[config.mk]
export PLATFORM = sky130hd
export DESIGN_NAME = cse_queue
export DESIGN_NICKNAME = d
export VERILOG_FILES = /design/src/rtl/cse_pkg.sv /design/src/rtl/cse_queue.sv
export SDC_FILE = /design/constraint.sdc
export NUM_CORES = 1
export LEC_CHECK = 0
export BUFFER_PORTS_ARGS = -buffer_cell sky130_fd_sc_hd__buf_4
export CAP_MARGIN = 20
export CORE_MARGIN = 1
export CORE_UTILIZATION = 40
export CTS_BUF_LIST = sky130_fd_sc_hd__clkbuf_16
export CTS_CLUSTER_SIZE = 16
export DETAILED_ROUTE_END_ITERATION = 10
export PLACE_DENSITY = 0.73
export SLEW_MARGIN = 20
export SYNTH_ARGS = -nofsm -noshare
export SYNTH_HDL_FRONTEND = slang
export SYNTH_SLANG_ARGS = --single-unit
[constraint.sdc]
create_clock -name clock -period 13.9 [get_ports clock]
set_input_delay 0.695 -clock clock [delete_from_list [all_inputs] [get_ports clock]]
set_output_delay 0.695 -clock clock [all_outputs]
set_load 0.02 [all_outputs]
[src/rtl/cse_pkg.sv]
// Package for the cubic spline evaluator: widths, limits, shared types.
// Used by every module of the block; depends on nothing.
`timescale 1ns / 1ps
package cse_pkg;
   localparam int MaxKnotsDefault = 64;
   localparam int FracBitsDefault = 16;
   localparam int DataWidth = 32;
   localparam int IdxWidth = 6;
   localparam int CountWidth = 7;
   localparam int AccWidth = 192;
   localparam logic OpLoad = 1'b0;
   localparam logic OpQuery = 1'b1;

   typedef struct packed {
      logic                 op;
      logic [IdxWidth-1:0]  knot_index;
      logic [31:0]          knot_pos;
      logic [31:0]          knot_value;
      logic [31:0]          coef_lin;
      logic [31:0]          coef_quad;
      logic [31:0]          coef_cubic;
      logic [31:0]          query_pos;
   } item_type;

   typedef enum logic [3:0] {
      ST_IDLE, ST_EDGE0, ST_EDGE1, ST_SEARCH, ST_FETCH, ST_MUL, ST_ADD, ST_DONE
   } state_type;
endpackage

[src/rtl/cse_queue.sv]
// Two-entry queue between the front and the back of the spline evaluator.
// Depends on cse_pkg.
`timescale 1ns / 1ps
module cse_queue
   import cse_pkg::*;
(
   input  logic     clock,
   input  logic     reset,
   input  logic     push,
   input  item_type push_data,
   output logic     full,
   input  logic     pop,
   output logic     not_empty,
   output item_type pop_data
);
   item_type   mem_ff [2];
   logic       wp_ff, wp_in, rp_ff, rp_in;
   logic [1:0] cnt_ff, cnt_in;

   assign full = cnt_ff[1];
   assign not_empty = cnt_ff != 2'd0;
   assign pop_data = mem_ff[rp_ff];

   always_comb begin
      wp_in = wp_ff ^ push;
      rp_in = rp_ff ^ pop;
      cnt_in = cnt_ff + {1'b0, push} - {1'b0, pop};
   end

   always_ff @(posedge clock) begin
      if (push) begin
         mem_ff[wp_ff] <= push_data;
      end
      if (reset) begin
         wp_ff <= 1'b0;
         rp_ff <= 1'b0;
         cnt_ff <= 2'd0;
      end else begin
         wp_ff <= wp_in;
         rp_ff <= rp_in;
         cnt_ff <= cnt_in;
      end
   end
endmodule

# Word-level counts from Yosys, hierarchy flattened
# Memory sizes are Yosys's and may differ from the RTL's. A register that Yosys moved wholly into a read port is not among the register bits.
# Cells that the tools add are included.
[word_totals]
ff_bits = 4
latchBits = 0
mem_bits_rw = 398
mem_bits_ro = 0
in_bits = 203
out_inout_bits = 201
wordCells = 12
n_memories = 1
[mem_list]
columns = ["name", "words", "width", "rd", "rd_ports_with_merged_regs", "wr", "line_no", "text"]
rows = [
  ["mem_ff", 2, 199, 1, 1, 1, "cse_queue.sv:16", "item_type mem_ff [2];"],
]
[classes]
n_addsub = 2
mul = 0
div_mod_pow = 0
magnitude_cmp = 0
n_eq_ne = 0
shift = 0
muxes = 3
n_bitwise = 2
reduce_logical = 1
[ops]
columns = ["operator", "count"]
rows = [
  ["two-way mux 1 bit", 3],
  ["adder 2 x 1 -> 2 bit", 1],
  ["nonzero test 2 bit", 1],
  ["subtractor 2 x 1 -> 2 bit", 1],
  ["bitwise XOR 1 bit", 2],
]

# Longest topological paths before layout
[logic_depth]
ltp_word = 2
ltp_mapped = 6
mapped_depth_nobuf = 6

# Worst setup path after synthesis
# OpenSTA, ideal clock, no wires.
[synth_timing]
path_type = "in2reg"
from = "in push"
to = "mem mem_ff[0][0] in the netlist's numbering, enable pin"
setup_ns = 0.585
arrival_ns = 5.302
required_ns = 13.315
path_slack_ns = 8.013
cell_stages = 1
n_path_buf = 0
cell_sequence = "ha_1"
[synth_between]
elab_chain_len = 2
[synth_lines]
columns = ["item", "line_no", "text"]
rows = [
  ["start, declared", "cse_queue.sv:9", "input logic push,"],
  ["two-way mux 1 bit", "cse_queue.sv:31", "if (push) begin"],
  ["two-way mux 1 bit (not written as such)", "cse_queue.sv:32", "mem_ff[wp_ff] <= push_data;"],
  ["end, declared", "cse_queue.sv:16", ""],
]
# No other way between the ends.

==> results_dict.tcl <==
set metrics [dict create \
    synth.most_common_cell "edfxtp_1" \
    synth_top_area_share_pct 81.4 \
    antenna_left 0 \
    first_pass_iters 6 \
    synth_top_cell_by_area "edfxtp_1" \
    grt_usage_pct 15.8 \
    grt_pass1_vias 7862 \
    cp-start-kind "flip-flop" \
    clock_sinks 402 \
    drtIter0Drc 224 \
    wl_um 29900 \
    area_growth_pct 30.8 \
    period_needed_ns 3.67 \
    final_util_pct 53.6 \
    coreArea_mm2 0.0358 \
    yosysWarningCount 0 \
    seq_area_frac_synth_pct 81.9 \
    diodes 0 \
    grt_max_degree 74 \
    ff2ff_path_depth 3 \
    hold_end "mem_ff[1][23]" \
    via_per_inst 4.76 \
    powerDensity_mw_per_mm2 144 \
    timing.rr.end "mem_ff[1][130]" \
    hp-class "in -> reg" \
    drv_slew 0 \
    wl_per_cell_um 19.2 \
    place_congestion 0.732 \
    cts_tree "done" \
    clk_latency_ns 0.53 \
    htree_levels 2 \
    path_clk_slew_ns 0.06 \
    fin_ws_ns 10.23 \
    cts_buffers 41 \
    multi_input_area_mm2 0.00237 \
    cts_setup_buffers 0 \
    timing.rr.start "wp_ff" \
    synth_edf_count 398 \
    fmax_ghz 0.272 \
    syn_nets 844 \
    finalHoldViolCount 0 \
    tns_ns 0 \
    fillCellCount 2802 \
    path_max_fanout 73 \
    hpwl_um 20100 \
    nets 1275 \
    hold_ws_ns 0.342 \
    syn_area_per_cell_um2 23.1 \
    die_w_um 194 \
    crit_arrival_ns 2.98 \
    seq_area_mm2 0.0120 \
    relSlewSlack_pct 32.7 \
    rrSetupSlack_ns 11.23 \
    maxCapViolCount 0 \
    cp_data_required_time_ns 13.20 \
    drive_gt1_share_pct 60.0 \
    synthFlopType "edfxtp_1" \
    netlist_instances 637 \
    rsz0062_at_grt "no" \
    die_area_mm2 0.0375 \
    outcome "complete, no violations" \
    syn_area_mm2 0.0147 \
    ir_worst_vdd_mv 0.112 \
    post-route-drc-count 0 \
    ys_seq_elements 402 \
    io_buffers 403 \
    min_from "push_data[23]" \
    antenna_found_initial 1 \
    period_share_pct 26.4 \
    cts_resized 0 \
    netlist-cell-type-count 12 \
    min_path_cells 1 \
    endpoint_kind "output pin" \
    ys_async_sr_fraction_pct 0 \
    start_util_pct 41.0 \
    die_y_um 194 \
    synth_top_cells_by_area "edfxtp_1, mux2_2, clkbuf_8, dfxtp_1, ha_1" \
    worstSetupPathType "reg -> out" \
    cts_root_buf "clkbuf_16" \
    setup_violations 0 \
    synth_commonest_cells "edfxtp_1, mux2_2, clkbuf_8" \
    rows 69 \
    clock_path_buffers 3 \
    worst_slew_pin_slew_ns 1.01 \
    grt_pass1_wl_um 44800 \
    cts_hold_buf 0 \
    vias 7398 \
    place_ws_ns 10.74 \
    gr-total-overflow 0 \
    finClkSkew_ns 0.0152 \
    pin_count 404 \
    power_leakage_nw 7.16 \
]
[worst max-delay path by stage]
stage / slack, ns / startpoint / end / cells past startpoint
after floorplan: 8.01 / push / mem_ff[0][0] / 1
after global placement: 10.73 / rp_ff / pop_data[152] / 3
after detailed placement: 10.74 / rp_ff / pop_data[155] / 3
after CTS: 10.14 / rp_ff / pop_data[155] / 3
after global routing: 10.06 / rp_ff / pop_data[116] / 3
final: 10.23 / rp_ff / pop_data[152] / 3
[routing by layer]
metal / GRT usage, % / wire length (um) / vias to the layer above
li1: - / - / 3403
met1: 17.3 / 11100 / 3638
met2: 26.8 / 15000 / 306
met3: 6.69 / 3050 / 49
met4: 6.73 / 800 / 2
met5: 0 / 13 / -
[stage by stage]
stage          area, um2  total power [mW]  instances
6_report           19200              2.77       1554
5_1_grt            19200              2.87       1554
4_1_cts            19200              2.81       1554
3_5_place_dp       18100              1.86       1486
3_3_place_gp       18100              1.85       1486
2_1_floorplan      14700              1.69        637
[cells by family (layout without fill, tap and decap cells)]
kind of cell             count (synthesis)  in the layout  synth area share (%)
XOR/XNOR                                 2              2                 0.213
adder cells (fa/ha/maj)                  4              4                 0.341
buffers and inverters                   25            481                  2.09
flip-flops                             402            402                  81.9
multiplexers                           199            199                  15.3
AND/OR/NAND/NOR                          5              5                 0.162
[cell type report]
cell class                      instances  area share [%]
Clock buffer                           41            5.34
Multi-Input combinational cell        210            12.3
Timing Repair Buffer                  410            16.0
Clock inverter                         27           0.554
Tap cell                              461            3.00
Sequential cell                       402            62.7
Inverter                                3          0.0586
[worst max-delay path: stages, from the launching register on]
cell and delay (ns):
dfxtp_4 0.87, buf_4 0.85, mux2_2 0.44, buf_4 0.16
[cell usage in the layout, fill, tap and decap left out, drive strengths merged]
cell type / Yosys / final
ha: 4 / 4
mux2: 199 / 199
buf: 3 / 410
clkbuf: 19 / 41
nor2: 3 / 3
clkinv: 0 / 11
nor2b: 1 / 1
or2: 1 / 1
edfxtp: 398 / 398
xnor3: 1 / 1
xnor2: 1 / 1
dfxtp: 4 / 4
inv: 3 / 18
clkinvlp: 0 / 1
[report_power, final]
| part | total [mW] | internal, mW | switching [mW] |
|---|---|---|---|
| logic | 0.392 | 0.185 | 0.206 |
| clock network | 0.941 | 0.528 | 0.412 |
| registers | 1.44 | 1.42 | 0.0219 |
[flip-flops by register name, indices dropped and copies added (netlist names)]
signal / count
wp_ff: 1
mem_ff: 398
cnt_ff: 2
rp_ff: 1
Power figures use the tool's default switching activity.
